`src/hdl/bsms_pkg.sv`:
```
// Package for the block split mean statistics block.
// Holds field widths, register indexes and sequencer state codes.
// No dependencies.
`default_nettype none

package bsms_pkg;

	// payload field widths
	localparam int PIX_W = 8;
	localparam int IDX_W = 2;

	// configuration port
	localparam int CFG_IDX_W  = 1;
	localparam int CFG_DATA_W = 5;
	localparam int TOP_W      = 5;
	localparam int LEFT_W     = 3;

	localparam logic [CFG_IDX_W-1:0] REG_WINDOW_TOP  = 1'd0;
	localparam logic [CFG_IDX_W-1:0] REG_WINDOW_LEFT = 1'd1;

	localparam logic [TOP_W-1:0]  WINDOW_TOP_RST  = 5'd6;
	localparam logic [LEFT_W-1:0] WINDOW_LEFT_RST = 3'd3;

	// block arithmetic: 16 pixels per block
	localparam int BLK_PIX  = 16;
	localparam int K_W      = 5;   // holds 0..16
	localparam int SUM_W    = 12;  // 16 * 255
	localparam int CNT_W    = 5;   // 0..16
	localparam int STEP_W   = 4;   // divider steps 0..SUM_W-1

	// sequencer states
	localparam int ST_W = 3;
	localparam logic [ST_W-1:0] S_IDLE = 3'd0;
	localparam logic [ST_W-1:0] S_SUM  = 3'd1;
	localparam logic [ST_W-1:0] S_CLS  = 3'd2;
	localparam logic [ST_W-1:0] S_LOAD = 3'd3;
	localparam logic [ST_W-1:0] S_DIV  = 3'd4;
	localparam logic [ST_W-1:0] S_EMIT = 3'd5;

endpackage

`default_nettype wire

```
`src/hdl/bsms_pix_if.sv`:
```
// Pixel input channel: valid/ready plus pixel and image_end.
// Depends on bsms_pkg.
`default_nettype none

interface bsms_pix_if;
	logic                       valid;
	logic                       ready;
	logic [bsms_pkg::PIX_W-1:0] pixel;
	logic                       image_end;

	modport source (output valid, output pixel, output image_end, input ready);
	modport sink   (input valid, input pixel, input image_end, output ready);
endinterface

`default_nettype wire

```
`src/hdl/bsms_res_if.sv`:
```
// Result output channel: valid/ready plus one block's statistics.
// Depends on bsms_pkg.
`default_nettype none

interface bsms_res_if;
	logic                       valid;
	logic                       ready;
	logic [bsms_pkg::IDX_W-1:0] block_index;
	logic [bsms_pkg::PIX_W-1:0] block_mean;
	logic [bsms_pkg::PIX_W-1:0] bright_mean;
	logic [bsms_pkg::PIX_W-1:0] dark_mean;
	logic                       last_block;

	modport source (output valid, output block_index, output block_mean,
		output bright_mean, output dark_mean, output last_block, input ready);
	modport sink   (input valid, input block_index, input block_mean,
		input bright_mean, input dark_mean, input last_block, output ready);
endinterface

`default_nettype wire

```
`src/hdl/block_split_mean_stats_top.sv`:
```
// Pixels stream in one beat per cycle while the block is idle; each pixel that
// lands inside the 4 x (4*BLOCK_COUNT) window is written to an internal RAM.
// The beat carrying image_end starts the statistics pass, during which pix.ready
// is low. Per block, the pass sums the 16 pixels through the single RAM read port,
// splits them against the mean, runs two divisions of one load step and 12
// restoring steps each on one shared divider (the load step alone when a group is
// empty), and emits the result, waiting there while the output is stalled.
// The pass holds input until the result of the last block is emitted.
// There is no clearing pass; window entries never written read as junk.
// Depends on bsms_pkg, bsms_pix_if, bsms_res_if.
`default_nettype none

module block_split_mean_stats_top #(
	parameter int IMAGE_WIDTH  = 18,
	parameter int IMAGE_HEIGHT = 20,
	parameter int BLOCK_COUNT  = 3
) (
	input  wire logic                           clk,
	input  wire logic                           arst_n,
	bsms_pix_if.sink                            pix,
	bsms_res_if.source                          res,
	input  wire logic                           cfg_we,
	input  wire logic [bsms_pkg::CFG_IDX_W-1:0]  cfg_index,
	input  wire logic [bsms_pkg::CFG_DATA_W-1:0] cfg_data
);
	import bsms_pkg::*;

	localparam int WIN_COLS = 4 * BLOCK_COUNT;
	localparam int WIN_SIZE = BLK_PIX * BLOCK_COUNT;
	localparam int AW       = $clog2(WIN_SIZE);
	localparam int COL_W    = $clog2(IMAGE_WIDTH);
	localparam int ROW_W    = $clog2(IMAGE_HEIGHT + 1);
	localparam int BLK_W    = (BLOCK_COUNT > 1) ? $clog2(BLOCK_COUNT) : 1;
	localparam int MAX_PW   = (ROW_W > COL_W) ? ROW_W : COL_W;
	localparam int CMP_W    = ((MAX_PW > TOP_W) ? MAX_PW : TOP_W) + 1;

	// configuration
	logic [TOP_W-1:0]  win_top_q;
	logic [LEFT_W-1:0] win_left_q;

	always_ff @(posedge clk or negedge arst_n) begin
		if (!arst_n) begin
			win_top_q  <= WINDOW_TOP_RST;
			win_left_q <= WINDOW_LEFT_RST;
		end else if (cfg_we) begin
			if (cfg_index == REG_WINDOW_TOP)
				win_top_q <= cfg_data[TOP_W-1:0];
			else if (cfg_index == REG_WINDOW_LEFT)
				win_left_q <= cfg_data[LEFT_W-1:0];
		end
	end

	logic [ST_W-1:0] state_q;
	logic            in_acc;

	assign pix.ready = (state_q == S_IDLE);
	assign in_acc    = pix.valid && pix.ready;

	// raster position
	logic [COL_W-1:0] col_q;
	logic [ROW_W-1:0] row_q;

	always_ff @(posedge clk or negedge arst_n) begin
		if (!arst_n) begin
			col_q <= '0;
			row_q <= '0;
		end else if (in_acc) begin
			if (pix.image_end) begin
				col_q <= '0;
				row_q <= '0;
			end else if (row_q < ROW_W'(IMAGE_HEIGHT)) begin
				if (col_q == COL_W'(IMAGE_WIDTH - 1)) begin
					col_q <= '0;
					row_q <= row_q + 1'b1;
				end else begin
					col_q <= col_q + 1'b1;
				end
			end
		end
	end

	// window placement of the incoming pixel
	logic [CMP_W-1:0] row_x, col_x, top_x, left_x, rel_row, rel_col;
	logic             in_win;
	logic [AW-1:0]    wr_addr;

	always_comb begin
		row_x   = CMP_W'(row_q);
		col_x   = CMP_W'(col_q);
		top_x   = CMP_W'(win_top_q);
		left_x  = CMP_W'(win_left_q);
		rel_row = row_x - top_x;
		rel_col = col_x - left_x;
		in_win  = (row_q < ROW_W'(IMAGE_HEIGHT)) && (row_x >= top_x) && (col_x >= left_x)
			&& (rel_row < CMP_W'(4)) && (rel_col < CMP_W'(WIN_COLS));
		wr_addr = AW'(int'(rel_row[1:0]) * WIN_COLS + int'(rel_col));
	end

	// window RAM: one write port, one registered read port
	logic [PIX_W-1:0] win_mem [WIN_SIZE];
	logic [AW-1:0]    rd_addr;
	logic [PIX_W-1:0] rd_data_q;

	always_ff @(posedge clk) begin
		if (in_acc && in_win)
			win_mem[wr_addr] <= pix.pixel;
	end

	always_ff @(posedge clk) begin
		rd_data_q <= win_mem[rd_addr];
	end

	// sequencer registers
	logic [BLK_W-1:0]  blk_q;
	logic [K_W-1:0]    k_q;
	logic              rd_vld_q;
	logic [SUM_W-1:0]  sum_q, sum_hi_q, sum_lo_q;
	logic [CNT_W-1:0]  cnt_hi_q, cnt_lo_q;
	logic              div_sel_q;
	logic [SUM_W-1:0]  quo_q;
	logic [CNT_W-1:0]  rem_q, dvs_q;
	logic [STEP_W-1:0] step_q;
	logic [PIX_W-1:0]  bright_q, dark_q;
	logic              out_vld_q;
	logic [IDX_W-1:0]  out_idx_q;
	logic [PIX_W-1:0]  out_mean_q, out_bright_q, out_dark_q;
	logic              out_last_q;

	logic [PIX_W-1:0]  mean;
	logic              issue;
	logic              blk_last;
	logic [CNT_W:0]    trial;
	logic              q_bit;
	logic [SUM_W-1:0]  quo_nx;
	logic              out_free;

	always_comb begin
		mean     = sum_q[SUM_W-1:SUM_W-PIX_W];
		issue    = (k_q < K_W'(BLK_PIX));
		rd_addr  = AW'(int'(k_q[3:2]) * WIN_COLS + int'(blk_q) * 4 + int'(k_q[1:0]));
		blk_last = (blk_q == BLK_W'(BLOCK_COUNT - 1));
		trial    = {rem_q, quo_q[SUM_W-1]};
		q_bit    = (trial >= {1'b0, dvs_q});
		quo_nx   = {quo_q[SUM_W-2:0], q_bit};
		out_free = !out_vld_q || res.ready;
	end

	// control state
	always_ff @(posedge clk or negedge arst_n) begin
		if (!arst_n) begin
			state_q   <= S_IDLE;
			blk_q     <= '0;
			k_q       <= '0;
			rd_vld_q  <= 1'b0;
			div_sel_q <= 1'b0;
			step_q    <= '0;
			out_vld_q <= 1'b0;
		end else begin
			rd_vld_q <= 1'b0;
			if (out_vld_q && res.ready)
				out_vld_q <= 1'b0;
			case (state_q)
				S_IDLE: begin
					if (in_acc && pix.image_end) begin
						state_q <= S_SUM;
						blk_q   <= '0;
						k_q     <= '0;
					end
				end
				S_SUM, S_CLS: begin
					if (issue) begin
						k_q      <= k_q + 1'b1;
						rd_vld_q <= 1'b1;
					end else if (rd_vld_q) begin
						k_q <= '0;
						if (state_q == S_SUM) begin
							state_q <= S_CLS;
						end else begin
							state_q   <= S_LOAD;
							div_sel_q <= 1'b0;
						end
					end
				end
				S_LOAD: begin
					step_q <= '0;
					if ((div_sel_q ? cnt_lo_q : cnt_hi_q) != '0)
						state_q <= S_DIV;
					else if (div_sel_q)
						state_q <= S_EMIT;
					else
						div_sel_q <= 1'b1;
				end
				S_DIV: begin
					step_q <= step_q + 1'b1;
					if (step_q == STEP_W'(SUM_W - 1)) begin
						if (div_sel_q) begin
							state_q <= S_EMIT;
						end else begin
							state_q   <= S_LOAD;
							div_sel_q <= 1'b1;
						end
					end
				end
				S_EMIT: begin
					if (out_free) begin
						out_vld_q <= 1'b1;
						if (blk_last) begin
							state_q <= S_IDLE;
						end else begin
							state_q <= S_SUM;
							blk_q   <= blk_q + 1'b1;
							k_q     <= '0;
						end
					end
				end
				default: state_q <= S_IDLE;
			endcase
		end
	end

	// datapath: accumulators, shared divider, output register
	always_ff @(posedge clk) begin
		case (state_q)
			S_IDLE: begin
				sum_q    <= '0;
				sum_hi_q <= '0;
				sum_lo_q <= '0;
				cnt_hi_q <= '0;
				cnt_lo_q <= '0;
			end
			S_EMIT: begin
				// block totals stay until the result is latched
				if (out_free) begin
					sum_q    <= '0;
					sum_hi_q <= '0;
					sum_lo_q <= '0;
					cnt_hi_q <= '0;
					cnt_lo_q <= '0;
				end
			end
			S_SUM: begin
				if (rd_vld_q)
					sum_q <= sum_q + SUM_W'(rd_data_q);
			end
			S_CLS: begin
				if (rd_vld_q) begin
					if (rd_data_q > mean) begin
						sum_hi_q <= sum_hi_q + SUM_W'(rd_data_q);
						cnt_hi_q <= cnt_hi_q + 1'b1;
					end else if (rd_data_q < mean) begin
						sum_lo_q <= sum_lo_q + SUM_W'(rd_data_q);
						cnt_lo_q <= cnt_lo_q + 1'b1;
					end
				end
			end
			S_LOAD: begin
				quo_q <= div_sel_q ? sum_lo_q : sum_hi_q;
				dvs_q <= div_sel_q ? cnt_lo_q : cnt_hi_q;
				rem_q <= '0;
				// empty group reports the block mean
				if (div_sel_q)
					dark_q <= mean;
				else
					bright_q <= mean;
			end
			S_DIV: begin
				quo_q <= quo_nx;
				rem_q <= q_bit ? CNT_W'(trial - {1'b0, dvs_q}) : trial[CNT_W-1:0];
				if (step_q == STEP_W'(SUM_W - 1)) begin
					if (div_sel_q)
						dark_q <= quo_nx[PIX_W-1:0];
					else
						bright_q <= quo_nx[PIX_W-1:0];
				end
			end
			default: ;
		endcase
		if (state_q == S_EMIT && out_free) begin
			out_idx_q    <= IDX_W'(blk_q);
			out_mean_q   <= mean;
			out_bright_q <= bright_q;
			out_dark_q   <= dark_q;
			out_last_q   <= blk_last;
		end
	end

	assign res.valid       = out_vld_q;
	assign res.block_index = out_idx_q;
	assign res.block_mean  = out_mean_q;
	assign res.bright_mean = out_bright_q;
	assign res.dark_mean   = out_dark_q;
	assign res.last_block  = out_last_q;

	// checks
	a_start_block0: assert property (@(posedge clk) disable iff (!arst_n)
		(in_acc && pix.image_end) |=> (state_q == S_SUM && blk_q == '0 && k_q == '0))
		else $error("statistics pass did not start at block zero");

	a_group_order: assert property (@(posedge clk) disable iff (!arst_n)
		(state_q == S_EMIT) |-> (bright_q >= mean && dark_q <= mean))
		else $error("bright/dark means out of order around block mean");

	a_group_count: assert property (@(posedge clk) disable iff (!arst_n)
		(state_q == S_LOAD) |-> ((CNT_W + 1)'(cnt_hi_q) + (CNT_W + 1)'(cnt_lo_q)
			<= (CNT_W + 1)'(BLK_PIX)))
		else $error("group counts exceed block size");

	a_div_rem: assert property (@(posedge clk) disable iff (!arst_n)
		(state_q == S_DIV) |-> (rem_q < dvs_q))
		else $error("divider remainder not below divisor");

	a_no_input_busy: assert property (@(posedge clk) disable iff (!arst_n)
		(state_q != S_IDLE) |=> !(in_acc && $past(state_q) == S_EMIT && !$past(blk_last)))
		else $error("pixel accepted in the middle of a statistics pass");

endmodule

`default_nettype wire

```
`src/flat_wrapper.sv`:
```
// flat-port wrapper written by rule: the top's interface ports become plain ports
module block_split_mean_stats_top_flat import bsms_pkg::*;
#(
	parameter int IMAGE_WIDTH  = 18,
	parameter int IMAGE_HEIGHT = 20,
	parameter int BLOCK_COUNT  = 3
)
  (clk, arst_n, cfg_we, cfg_index, cfg_data, pix_valid, pix_pixel, pix_image_end, pix_ready, res_valid, res_block_index, res_block_mean, res_bright_mean, res_dark_mean, res_last_block, res_ready);
  bsms_pix_if pix_i ();
  bsms_res_if res_i ();
  input  wire logic clk;
  input  wire logic arst_n;
  input  wire logic cfg_we;
  input  wire logic [bsms_pkg::CFG_IDX_W-1:0] cfg_index;
  input  wire logic [bsms_pkg::CFG_DATA_W-1:0] cfg_data;
  input wire logic [$bits(pix_i.valid)-1:0] pix_valid;
  input wire logic [$bits(pix_i.pixel)-1:0] pix_pixel;
  input wire logic [$bits(pix_i.image_end)-1:0] pix_image_end;
  output wire logic [$bits(pix_i.ready)-1:0] pix_ready;
  output wire logic [$bits(res_i.valid)-1:0] res_valid;
  output wire logic [$bits(res_i.block_index)-1:0] res_block_index;
  output wire logic [$bits(res_i.block_mean)-1:0] res_block_mean;
  output wire logic [$bits(res_i.bright_mean)-1:0] res_bright_mean;
  output wire logic [$bits(res_i.dark_mean)-1:0] res_dark_mean;
  output wire logic [$bits(res_i.last_block)-1:0] res_last_block;
  input wire logic [$bits(res_i.ready)-1:0] res_ready;
  assign pix_i.valid = pix_valid;
  assign pix_i.pixel = pix_pixel;
  assign pix_i.image_end = pix_image_end;
  assign pix_ready = pix_i.ready;
  assign res_valid = res_i.valid;
  assign res_block_index = res_i.block_index;
  assign res_block_mean = res_i.block_mean;
  assign res_bright_mean = res_i.bright_mean;
  assign res_dark_mean = res_i.dark_mean;
  assign res_last_block = res_i.last_block;
  assign res_i.ready = res_ready;
  block_split_mean_stats_top #(.IMAGE_WIDTH(IMAGE_WIDTH), .IMAGE_HEIGHT(IMAGE_HEIGHT), .BLOCK_COUNT(BLOCK_COUNT)) u_core (.clk(clk), .arst_n(arst_n), .pix(pix_i), .res(res_i), .cfg_we(cfg_we), .cfg_index(cfg_index), .cfg_data(cfg_data));
endmodule
```
`config.mk`:
```
export PLATFORM = sky130hd
export DESIGN_NAME = block_split_mean_stats_top_flat
export DESIGN_NICKNAME = d
export VERILOG_FILES = /design/src/hdl/bsms_pkg.sv /design/src/hdl/bsms_pix_if.sv /design/src/hdl/bsms_res_if.sv /design/src/hdl/block_split_mean_stats_top.sv /design/src/flat_wrapper.sv
export SDC_FILE = /design/constraint.sdc
export NUM_CORES = 1
export LEC_CHECK = 0
export ABC_AREA = 1
export ABC_CLOCK_PERIOD_IN_PS = 10400
export BUFFER_PORTS_ARGS = -buffer_cell sky130_fd_sc_hd__buf_2
export CORE_MARGIN = 2
export CORE_UTILIZATION = 40
export CTS_CLUSTER_SIZE = 20
export DETAILED_ROUTE_END_ITERATION = 8
export PLACE_DENSITY_LB_ADDON = 0.05
export SLEW_MARGIN = 20
export SYNTH_ARGS = -nofsm -noshare
export SYNTH_HDL_FRONTEND = slang
export SYNTH_SLANG_ARGS = --single-unit
```
`constraint.sdc`:
```
create_clock -name clk -period 10.4 [get_ports clk]
set_input_delay 1.56 -clock clk [delete_from_list [all_inputs] [get_ports clk]]
set_output_delay 1.56 -clock clk [all_outputs]
set_load 0.05 [all_outputs]
```
After elaboration in Yosys (flattened, before gate mapping):

Memory sizes are Yosys's and may differ from the RTL's. A register that Yosys moved wholly into a read port is not among the register bits.
Index checks and enable logic that the tools add are counted.

* add/sub/neg operators: 16
* $mul: 2
* order comparisons: 9
* equality and inequality tests: 27
* mux-type cells: 72
* bitwise gates (word level): 1
* reductions and logical operators: 35

Operators by type and width (count)
* $pmux W12 S3: 3
* $mux W12: 8
* $mux W5: 19
* $mux W8: 6
* $pmux W5 S3: 3
* $add A12 B8 Y12: 3
* $pmux W8 S2: 2
* $add A5 B1 Y5 const B: 5
* $mux W3: 8
* $pmux W12 S2: 1
* $ne A2 B1 Y1 const B: 9
* $ne A2 B2 Y1 const B: 8
* $reduce_and A4 Y1: 4
* $pmux W3 S5: 1
* $mux W1: 14
* $reduce_and A6 Y1: 2
* $reduce_bool A3 Y1: 4
* $lt A5 B5 Y1 const B: 2
* $pmux W5 S2: 1
* $reduce_and A5 Y1: 2
* $logic_and A1 B1 Y1: 9
* $gt A8 B8 Y1: 1
* $lt A8 B8 Y1: 1
* $mul A2 B2 Y4 const B: 2
* other kinds (33): 44

* register bits after elaboration: 146
* RAM bits: 384
* output and inout port bits: 29
* logic and storage cells: 189
* memories: 1

Memory list
* u_core.win_mem: depth 48, bits a word 8, rd ports 1, clocked after memory_dff 1, write ports 1, RTL line block_split_mean_stats_top.sv:100 `logic [PIX_W-1:0] win_mem [WIN_SIZE];`

Longest topological paths before layout:

Gate-level depths: netlist of the first run.

* depth in word-level cells: 8
* depth in mapped cells: 17

Least setup slack after synthesis of the first run:

Ideal clock, no wire load.

* kind: reg2reg
* start: register u_core.row_q[0]
* end: memory u_core.win_mem[10][0] (enable)
* library setup time: 0.370 ns
* arrival: 2.978 ns
* data required time: 10.030 ns
* slack: 7.051 ns
* stages on the path, launching flop included: 16
* buffers on the path: 0
* clock period less this slack: 3.349 ns
* cells stage by stage: dfrtp_1 > inv_1 > ha_1 > inv_1 > fa_1 > ha_1 > inv_1 > ha_1 > nand3_1 > nand2_1 > or2_2 > nand2_1 > nand2_1 > nand2_1 > nand3_1 > nor2_1

* longest elaborated chain between the ends: 8
* elaborated cells between the ends (all ways): 13
* those cells by class: add/sub (2); mul (1); order compare (3); mux (2); reduce/logical (5)

Ends and longest elaborated chain
* from (decl): RTL line block_split_mean_stats_top.sv:61 `logic [ROW_W-1:0] row_q;`
* from (signal assigned): RTL line block_split_mean_stats_top.sv:74 `row_q <= row_q + 1'b1;`
* parallel branches: the longest is 8 deep, another holds $sub A5 B5 Y6
* to (decl): RTL line block_split_mean_stats_top.sv:100

Parallel ways; which one is timed is not known.

Worst setup path after layout of the first run:

* start: register u_core.row_q[0]
* end: memory u_core.win_mem[43][0] (enable)

The elaborated chain is that of the path after synthesis.

==> key figures, run 1 <==
Status
  • Status: completed

Floorplanning
  • # rows: 89
  • Horiz. Die Dim: between 200 and 250 um
  • Die Y: roughly 250 um
  • Core ar.: 59000 sq um
  • DIE AREA: 61700 sq um
  • IO Pins: 49
  • Initial Util: 40.5%

Place
  • Final GP Congestion: 0.826
  • Post-Place Setup Slack: 6.22 ns
  • Hpwl dp: 39000 um
  • Placed inst area: 24900 sq um
  • PortBufs: 48

Finish
  • Layout area overhead: 12.2%
  • Final Core Density: 45.4%
  • Post-layout net count: 2289
  • Multi-input logic area: 7140 sq um
  • Most frequent cells in the layout: nand2_1, edfxtp_1, nand3_1, nor2_1, o21ai_0
  • Commonest non-fill, non-tap cell in the layout: nand2_1
  • Share of cells above drive strength 1: under 10%
  • # diodes: 0
  • Fillers: 5516
  • Final instance area: 26800 sq um
  • Sequential cell area: 15900 sq um

STA
  • Crit share post-route: 39.7%
  • Final Max Tran Viols: 0
  • Fin Clk Skew: a little under 0.02 ns
  • Worst-Margin Slew: 1.03 ns
  • Slew Limit Headroom: 31.0%
  • Final setup violating endpoints: 0
  • PnR worst setup slack: 6.27 ns
  • Setup TNS: 0 ns
  • Max Clock Freq: 242 MHz
  • Final hold vios: 0
  • Unrepaired setup endpoints after global routing: false
  • Final min period: a little over 4 ns

Drt
  • Final wirelength: ~62000 um
  • Wire per inst: between 20 and 25 um
  • Initial DRC count: 1209
  • Post-DRT Antenna Nets: 0
  • DRC: 0
  • Vias: around 16000
  • Drt via density: approximately 5.2
  • Pre-antenna DRT Iters: 6

Pwr
  • Maximum vdd ir drop: 0.161 mV
  • PD cells: 317 nW/um^2
  • Power Total: between 0.008 and 0.009 W
  • Leakage power: between 10 and 15 nW

Logic synthesis
  • Syn avg cell area: 11.0 sq um
  • Cell accounting for the most synthesized area: edfxtp_1
  • Syn nets: 2253
  • Synth cell types: 50
  • Mapped cell area: 23900 sq um
  • Top post-synthesis cells by area: edfxtp_1, nand2_1, nand3_1
  • Synthesized flop and latch total: 538
  • Post-Syn Instances: 2163
  • Sequential area share after synthesis: about two thirds
  • Synth top area share: between 60% and 70%
  • Synth warn: 0

Min path
  • HP Class: flip-flop to flip-flop

Clock network
  • Num CTS Buffers: 56
  • Clock tree root driver cell: clkbuf_16
  • H-tree depth: 2
  • Clock buffer depth: 3
  • Hold buffers post-CTS: 0
  • CTS sink cnt: between 500 and 600
  • Post_cts resized: 0
  • Total setup buffers inserted after CTS: 0
  • CTS tree: done
  • Worst skew pair latency: 0.62 ns
  • Worst-path clk slew: 0.06 ns

Critical path
  • Critical path capture point type: flip-flop
  • Worst Setup Start Kind: flip-flop
  • Crit path required time: ~11 ns
  • Worst path arrival time: 4.38 ns
  • Crit Path Class: flip-flop to flip-flop
  • CP max FO: 8

Global route
  • Number of global-route vias before repair: about 16000
  • Antenna violations before repair: 0
  • Global-route wire length before repair: 94100 um
  • Largest net degree at the start of global routing: 114
  • Overall Global Routing Usage: roughly a fifth
  • Global route overflow: 0

Run
  • Max-cap violation count: 0
power by group:
group | internal [W] | switching, W | leakage, nW | total, W
Clock | 0.00128 | 0.000845 | 0.928 | 0.00213
Sequential | 0.00272 | 0.000251 | 5.03 | 0.00297
Combinational | 0.000959 | 0.00245 | 4.08 | 0.00341
layer usage:
layer	global-route usage (%)	up-vias	part of all wire, %
li1	-	7655	-
met2	34.6	371	49
met1	27.3	7680	44
met3	3.61	85	5.1
met5	0	-	0
met4	5.58	0	2.3
cell type report:
| cell class | instances | area share [%] |
|---|---|---|
| Timing Repair Buffer | 69 | 1.50 |
| Clock inverter | 25 | 1.47 |
| Inverter | 119 | 1.68 |
| Sequential cell | 538 | 59.4 |
| Clock buffer | 80 | 5.76 |
| Multi-Input combinational cell | 1415 | 26.6 |
| Tap cell | 773 | 3.61 |
critical path, cell delays in order (launching register included):
cell and delay [ns]:
dfrtp_1 0.39, inv_1 0.09, ha_1 0.15, inv_1 0.06, fa_1 0.50, ha_1 0.30
inv_1 0.06, fa_1 0.43, xnor2_1 0.40, nand4_1 0.63, nor2_1 0.76
final timing paths:
check	from	end	slack, ns	depth (start not counted)
min in group asynchronous	arst_n	u_core.col_q[0]	1.05	1
setup / recovery	u_core.row_q[0]	u_core.win_mem[43][0]	6.27	10
setup reg to reg	u_core.row_q[0]	u_core.win_mem[43][0]	6.27	10
hold reg to reg	u_core.dark_q[0]	u_core.res.dark_mean[0]	0.42	0
hold / removal	u_core.dark_q[0]	u_core.res.dark_mean[0]	0.42	0
max in group asynchronous	arst_n	u_core.k_q[1]	8.71	1
per-stage QoR:
stage,hold WS (ns),instances
4_1_cts,0.419,3019
3_5_place_dp,0.405,2914
3_3_place_gp,0.407,2914
2_1_floorplan,0.400,2163
6_report,0.420,3019
5_1_grt,0.425,3019
synthesized netlist by cell type (all sizes together):
| master | n |
|---|---|
| a31oi | 6 |
| edfxtp | 495 |
| a221oi | 1 |
| o2111ai | 1 |
| a211oi | 1 |
| buf | 58 |
| o211a | 1 |
| dfrtp | 31 |
| dfstp | 4 |
| dfxtp | 8 |
| ha | 62 |
| clkbuf | 33 |
| nor3 | 7 |
| nor2 | 238 |
| nand2 | 518 |
| a22o | 1 |
| a21boi | 2 |
| o21a | 1 |
| or2 | 3 |
| and2 | 1 |
| inv | 117 |
| a21oi | 63 |
| clkinv | 2 |
| fa | 8 |
| o221ai | 1 |
| nand4 | 19 |
| xor2 | 9 |
| o21ai | 130 |
| o22ai | 2 |
| nand3 | 280 |
| nand3b | 4 |
| o31ai | 9 |
| xnor2 | 7 |
| o211ai | 37 |
| nor3b | 1 |
| a21o | 2 |
registers in the layout, summed over array words and instances, names as in the netlist, 8 cells and up:
name                    count
u_core.sum_q               12
u_core.sum_hi_q            12
u_core.bright_q             8
u_core.quo_q               12
u_core.rd_data_q            8
u_core.dark_q               8
u_core.res.bright_mean      8
u_core.res.dark_mean        8
u_core.res.block_mean       8
u_core.win_mem            384
u_core.sum_lo_q            12
cells by family (layout without fill, tap and decap cells):
kind of cell             count (synthesis)  count (layout)  share of synthesized area [%]
AND/OR/NAND/NOR                       1071            1071                           19.3
XOR/XNOR                                16              16                          0.587
adder cells (fa/ha/maj)                 70              70                           3.92
flip-flops                             538             538                           66.6
buffers and inverters                  210             293                           3.56
AO/OA/AOI/OAI                          258             258                           6.08
Note: power is estimated with default switching activity, not from simulation.
==> run 2: changes to the inputs <==
--- a/config.mk
+++ b/config.mk
@@ -6,7 +6,7 @@
 export NUM_CORES = 1
 export LEC_CHECK = 0
 export ABC_AREA = 1
-export ABC_CLOCK_PERIOD_IN_PS = 10400
+export ABC_CLOCK_PERIOD_IN_PS = 3400
 export BUFFER_PORTS_ARGS = -buffer_cell sky130_fd_sc_hd__buf_2
 export CORE_MARGIN = 2
 export CORE_UTILIZATION = 40
==> constraint.sdc (replaced) <==
create_clock -name clk -period 3.4 [get_ports clk]
set_input_delay 0.51 -clock clk [delete_from_list [all_inputs] [get_ports clk]]
set_output_delay 0.51 -clock clk [all_outputs]
set_load 0.05 [all_outputs]
==> run 2 against run 1 <==
Critical path type unchanged; non-clock buffer count up 95; critical endpoint is now u_core.win_mem[16][1]; die area unchanged; worst hold slack lost 0.41 ns; clock skew is 0.017 ns higher; register-to-register slack worse by 6.2 ns; clock-buffer cell count decreased by 10.
==> key figures, run 2 (synthesis results as in run 1) <==
Status
  • Status: completed

Critical path
  • Crit path required time: around 3.7 ns
  • Worst Setup Start Kind: flip-flop
  • Worst path arrival time: 3.60 ns
  • R2r setup slk: 0.11 ns
  • Crit Path Class: flip-flop to flip-flop
  • Crit-path cells: inv_2 > ha_1 > inv_2 > fa_2 > ha_4 > inv_2 > ha_1 > nand3_1 > nand2_1 > or2_2 > nand2_1 > nand2_2 > nand2_4 > nand3_2 > buf_12 > nor2_1 > buf_4
  • Critical path capture point type: flip-flop
  • CP max FO: 8
  • Critical path's most frequent cell: inv_2
  • CP peak stage delay: 0.48 ns
  • CP max stage cell: fa_2

Clock network
  • Hold buffers post-CTS: 0
  • Num CTS Buffers: 58
  • Worst-path clk slew: 0.06 ns
  • H-tree depth: 2
  • CTS tree: done
  • Clock tree root driver cell: clkbuf_16
  • Clock buffer depth: 3
  • CTS sink cnt: 538
  • Worst skew pair latency: ~0.62 ns

STA
  • Setup TNS: 0 ns
  • Final hold vios: 0
  • Final setup violating endpoints: 0
  • Final Max Tran Viols: 0
  • Max Clock Freq: a little over 300 MHz
  • Fin Clk Skew: 0.0360 ns
  • Worst-Margin Slew: 0.928 ns
  • Crit share post-route: 96.8%
  • Slew Limit Headroom: 38.2%
  • Final min period: 3.29 ns
  • PnR worst setup slack: 0.109 ns

Place
  • Placed inst area: about 26000 sq um
  • Post-Place Setup Slack: 0.0362 ns
  • Hpwl dp: 41600 um
  • PortBufs: 48
  • Placed Cells: 3008
  • Final GP Congestion: 0.858

Pwr
  • Leakage power: roughly 11 nW
  • Maximum vdd ir drop: 0.700 mV
  • Comb pwr share: 43.7%
  • Psw: around 0.011 W
  • Internal power: approximately 0.016 W
  • PD cells: between 900 and 1000 nW/um^2
  • Clk pwr share: 23.2%
  • Sequential power share: about a third
  • Sw Share: 41.9%

Finish
  • Register name with the most flops: u_core.win_mem
  • Multi-input logic area: 7220 sq um
  • Share of cells above drive strength 1: roughly an eighth
  • Final instance area: ~28000 sq um
  • Commonest non-fill, non-tap cell in the layout: nand2_1
  • Max reg flops: 384
  • Layout area overhead: 15.7%
  • Most frequent cells in the layout: nand2_1, edfxtp_1, nand3_1, nor2_1, o21ai_0
  • Post-layout net count: 2386
  • Final Non-Filler Cells: 3116
  • Final Core Density: 46.8%
  • # diodes: 0
  • Fillers: roughly 5500
  • Sequential cell area: 15900 sq um

Drt
  • Post-DRT Antenna Nets: 0
  • DRC: 0
  • Pre-antenna DRT Iters: 4
  • Drt via density: 5.17
  • Wire per inst: 20.2 um
  • Vias: 16100
  • Final wirelength: 62800 um
  • Initial DRC count: 978

Floorplanning
  • Initial Util: approximately 40%
  • DIE AREA: 61700 sq um
  • Horiz. Die Dim: 248 um
  • Die Y: roughly 250 um
  • IO Pins: 49
  • Core ar.: approximately 60000 sq um
  • # rows: 89

Run
  • Max-cap violation count: 0

Global route
  • Largest net degree at the start of global routing: 131
  • Number of global-route vias before repair: 16300
  • Global-route wire length before repair: 96600 um
  • Antenna violations before repair: 0
  • Global route overflow: 0
  • Overall Global Routing Usage: about a fifth

Min path
  • HP Class: input pin to async pin
[run 2: changes by cell type in the layout (fill, tap and decap cells not counted), moves of 5 or more]
cell / change
buf_12: +6
buf_4: +85
bufinv_16: -5
clkbuf_1: -13
clkinv_1: +9
clkinv_2: +6
nor2_1: -9
nor2_2: +9
[run 2: area by class of cell]
class	instances	share of cell area, %
repair buffers	164	4.36
multi-input cells	1415	26.1
flip-flops and latches	538	57.6
clock buffers	70	5.60
inverters	119	1.63
clock inverters	37	1.16
well taps	773	3.50
[run 2: power by group through the flow]
stage          clock network [W]  registers, W  logic (W)
2_1_floorplan                  0       0.00891    0.00731
3_3_place_gp                   0       0.00900     0.0113
3_5_place_dp                   0       0.00902     0.0114
4_1_cts                  0.00637       0.00888     0.0114
5_1_grt                  0.00661       0.00898     0.0131
6_report                 0.00622       0.00887     0.0117
[run 2: per-layer routing]
layer / wire [um] / vias to the layer above / track usage, %
li1: - / 7854 / -
met1: 27700 / 7819 / 27.6
met2: 30500 / 352 / 35.5
met3: 2900 / 90 / 2.83
met4: 1710 / 0 / 6.48
met5: 0 / - / 0
[run 2: critical path, delay by kind of cell (launching register included)]
family                     cells  cell delay [ns]
and+or+nand+nor                8             0.92
adders and majority gates      4             1.24
buffers and inverters          5             0.50
DFF                            1             0.36
[run 2: repair_timing]
item / 4_1_cts / 5_1_grt
hold endpoints to repair: 0 / 0
setup endpoints to repair: 0 / 384
gates resized for setup: 0 / 31
buffers inserted: 0 / 1
[run 2: per-stage QoR]
step | hold WS, ns | power [W]
after global placement | 0.401 | 0.0203
after CTS | 0.00000810 | 0.0267
after detailed placement | 0.405 | 0.0204
after floorplan | 0.214 | 0.0162
after global routing | 0.0482 | 0.0287
final | 0.0102 | 0.0268
[run 2: worst paths after layout]
check / from / to / cells after the start
max in group asynchronous: arst_n / u_core.k_q[0] / 1
min in group clk: cfg_data[4] / u_core.win_top_q[4] / 3
max: u_core.row_q[0] / u_core.win_mem[16][1] / 17
min reg2reg: u_core.dark_q[7] / u_core.res.dark_mean[7] / 0
max reg2reg: u_core.row_q[0] / u_core.win_mem[16][1] / 17
min: arst_n / u_core.col_q[2] / 1
==> run 3: changes to the inputs <==
--- a/config.mk
+++ b/config.mk
@@ -5,7 +5,6 @@
 export SDC_FILE = /design/constraint.sdc
 export NUM_CORES = 1
 export LEC_CHECK = 0
-export ABC_AREA = 1
 export ABC_CLOCK_PERIOD_IN_PS = 3400
 export BUFFER_PORTS_ARGS = -buffer_cell sky130_fd_sc_hd__buf_2
 export CORE_MARGIN = 2
==> run 3 against run 2 <==
Sequential share of layout area is 0.16 points lower; cell area is 0.28% higher; synthesized area down 3.4%; fmax shrank 2.5%; die area down 3.3%; worst setup slack worse by 0.084 ns; utilization increased by 1.5 points; register-to-register slack lost 0.08 ns; clock-buffer cell count fell by 5; worst hold slack lost 0.0056 ns; combinational power fell by 3%; highest routed layer unchanged.
==> key figures, run 3 <==
Status
  • Status: completed

Global route
  • Global route overflow: 0
  • Number of global-route vias before repair: about 13000
  • Overall Global Routing Usage: roughly a fifth
  • Largest net degree at the start of global routing: 49
  • Global-route wire length before repair: between 80000 and 90000 um
  • Antenna violations before repair: 0

Drt
  • Post-DRT Antenna Nets: 0
  • Wire per inst: 22.8 um
  • Pre-antenna DRT Iters: 5
  • Met3 Wirelength: between 1500 and 2000 um
  • DR WL met2: ~27000 um
  • Vias: 12600
  • DRC: 0
  • Initial DRC count: 867
  • Final wirelength: 54600 um
  • Drt via density: 5.27
  • Max Used Layer: met4
  • Wl on met1: 24700 um

Pwr
  • Maximum vdd ir drop: ~0.70 mV
  • PD cells: 983 nW/um^2
  • Leakage power: 9.71 nW
  • Power Total: between 0.02 and 0.03 W

STA
  • Fin Clk Skew: 0.0215 ns
  • Final hold vios: 0
  • Unrepaired setup endpoints after global routing: true
  • Final setup violating endpoints: 0
  • Final min period: ~3.4 ns
  • Hold WS: approximately 0.0045 ns
  • Slew Limit Headroom: 32.4%
  • Max Clock Freq: 296 MHz
  • Worst-Margin Slew: 1.01 ns
  • Setup TNS: 0 ns
  • Final Max Tran Viols: 0
  • Crit share post-route: a little under 100%
  • PnR worst setup slack: 0.0246 ns

Clock network
  • H-tree depth: 2
  • Num CTS Buffers: 58
  • Clock buffer depth: 3
  • Clock tree root driver cell: clkbuf_16
  • CTS tree: done
  • CTS sink cnt: 538
  • Worst skew pair latency: roughly 0.62 ns
  • Worst-path clk slew: around 0.06 ns

Critical path
  • CP max stage cell: dfstp_2
  • FF-to-FF path depth: 13
  • Worst Setup Start Kind: flip-flop
  • CP max FO: 8
  • Crit-path cells: inv_1 > ha_1 > nor2b_1 > o21ai_2 > nand2b_1 > xnor2_2 > buf_4 > fa_2 > xnor2_2 > buf_4 > or3_4 > nor3_4 > buf_12
  • Critical path capture point type: flip-flop
  • R2r setup slk: 0.02 ns
  • Crit Reg-Reg Startpoint: u_core.win_left_q[1]
  • Crit path required time: 3.73 ns
  • Worst r2r dst: u_core.win_mem[21][3]
  • CP peak stage delay: 0.52 ns
  • Kind of cell adding the most delay to the critical path: simple AND/OR/NAND/NOR gates
  • Crit Path Class: flip-flop to flip-flop
  • Worst Setup EP: u_core.win_mem[21][3]
  • Worst path arrival time: 3.71 ns
  • Worst Path Buf+Inv: 4
  • WP depth: 13
  • CP startpoint: u_core.win_left_q[1]

Finish
  • Commonest non-fill, non-tap cell in the layout: edfxtp_1
  • Share of cells above drive strength 1: 27.8%
  • Register name with the most flops: u_core.win_mem
  • Most frequent cells in the layout: edfxtp_1, mux4_2, buf_4, a21oi_1, nor2_1
  • Max reg flops: 384
  • Layout area overhead: 20.0%
  • Final Core Density: 48.3%
  • Post-layout net count: 1672
  • # diodes: 0

Logic synthesis
  • Top cells by count, synth: edfxtp_1, mux4_2, a21oi_1, nor2_1, ha_1
  • Cell accounting for the most synthesized area: edfxtp_1
  • Synth cell types: 65
  • Area share of fa/ha/maj cells after synthesis: 4.06%
  • Post-synth ARST share: 6.51%
  • Post-synth EDFFs: 495
  • Synth top area share: 64.4%
  • Main synth FF type: edfxtp_1
  • Syn avg cell area: around 16 sq um
  • Syn nets: 1498
  • Top-count cell post-synth: edfxtp_1
  • Top post-synthesis cells by area: edfxtp_1, mux4_2, dfrtp_1
  • Compound-Gate Fraction of Synth Area: 5.87%
  • Fraction of synthesized area in multiplexers: between 10 and 15%
  • Combinational family with the most area after synthesis: multiplexers
  • Sequential area share after synthesis: just under 70%
  • Synth Area in XOR/XNOR: 1.57%
  • Mapped cell area: 23100 sq um
  • Post-Syn Instances: 1408
  • Post-Synth Simple-Gate Area: 6.31%
  • Synthesized flop and latch total: 538
  • Synth warn: 0

Place
  • PortBufs: 48
  • Hpwl dp: between 30000 and 40000 um
  • Final GP Congestion: about 0.76
  • Post-Place Setup Slack: -0.143 ns

Run
  • Max-cap violation count: 0

Floorplanning
  • Die Y: 244 um
  • Core ar.: ~57000 sq um
  • DIE AREA: 59600 sq um
  • Horiz. Die Dim: 244 um
  • Initial Util: between 40% and 50%
  • # rows: 88
  • IO Pins: 49

Min path
  • HP Class: input pin to async pin
## run 3: cell types whose count changed in the layout (fill, tap and decap cells not counted), sizes merged, moves of 27 or more
| cell | delta |
|---|---|
| nand2 | -459 |
| nor2b | +27 |
| a22oi | +30 |
| inv | -63 |
| nand3 | -263 |
| o211ai | -32 |
| nor2 | -169 |
| o21ai | -65 |
| nor3 | +53 |
| mux4 | +97 |
## run 3: cells by family after synthesis
group | count (synthesis)
DFF | 538
and+or+nand+nor | 291
AOI/OAI and AO/OA | 222
muxes | 136
buffers and inverters | 113
adders and majority gates | 70
xor gates and xnor gates | 38
## run 3: routing by layer
metal	up-vias	GRT usage [%]
met1	6431	25.5
met2	214	31.0
met3	85	2.49
li1	5882	-
met4	0	6.28
met5	-	0
## run 3: area by class of cell
| class | instances | area [sq um] |
|---|---|---|
| clock buffer | 65 | 1510 |
| clock inverter | 43 | 599 |
| tap | 765 | 957 |
| timing repair buffer | 175 | 1430 |
| inverter | 52 | 195 |
| fill | 4911 | 29700 |
| sequential | 538 | 15900 |
| multi-input combinational | 757 | 7100 |
## run 3: how the worst min path moves through the flow
stage | endpoint | slack [ns] | depth (start not counted)
2_1_floorplan | u_core.blk_q[0] | 0.21 | 0
5_1_grt | u_core.col_q[3] | 0.06 | 1
3_5_place_dp | u_core.res.dark_mean[4] | 0.41 | 0
4_1_cts | u_core.col_q[3] | 0.01 | 1
3_3_place_gp | u_core.res.bright_mean[0] | 0.40 | 0
6_report | u_core.col_q[3] | 0.005 | 1
## run 3: what timing repair did
action	4_1_cts	5_1_grt
hold buffers	0	0
buffers inserted	1	3
resized for setup	10	47
hold endpoints to repair	0	0
pin swaps	9	8
setup endpoints to repair	104	383
## run 3: stage by stage
step                instance area [sq um]  cells
finish                              27700   2395
global route                        27700   2395
CTS                                 27400   2392
detailed placement                  25300   2283
global placement                    25300   2283
floorplan                           23200   1408
## run 3: report_power, final
| group | internal (W) | total, W | switching [W] | leakage [nW] |
|---|---|---|---|---|
| clock | 0.00426 | 0.00692 | 0.00267 | 1.01 |
| combinational | 0.00455 | 0.0113 | 0.00670 | 3.68 |
| sequential | 0.00827 | 0.00905 | 0.000782 | 5.02 |
| total | 0.0171 | 0.0272 | 0.0102 | 9.71 |
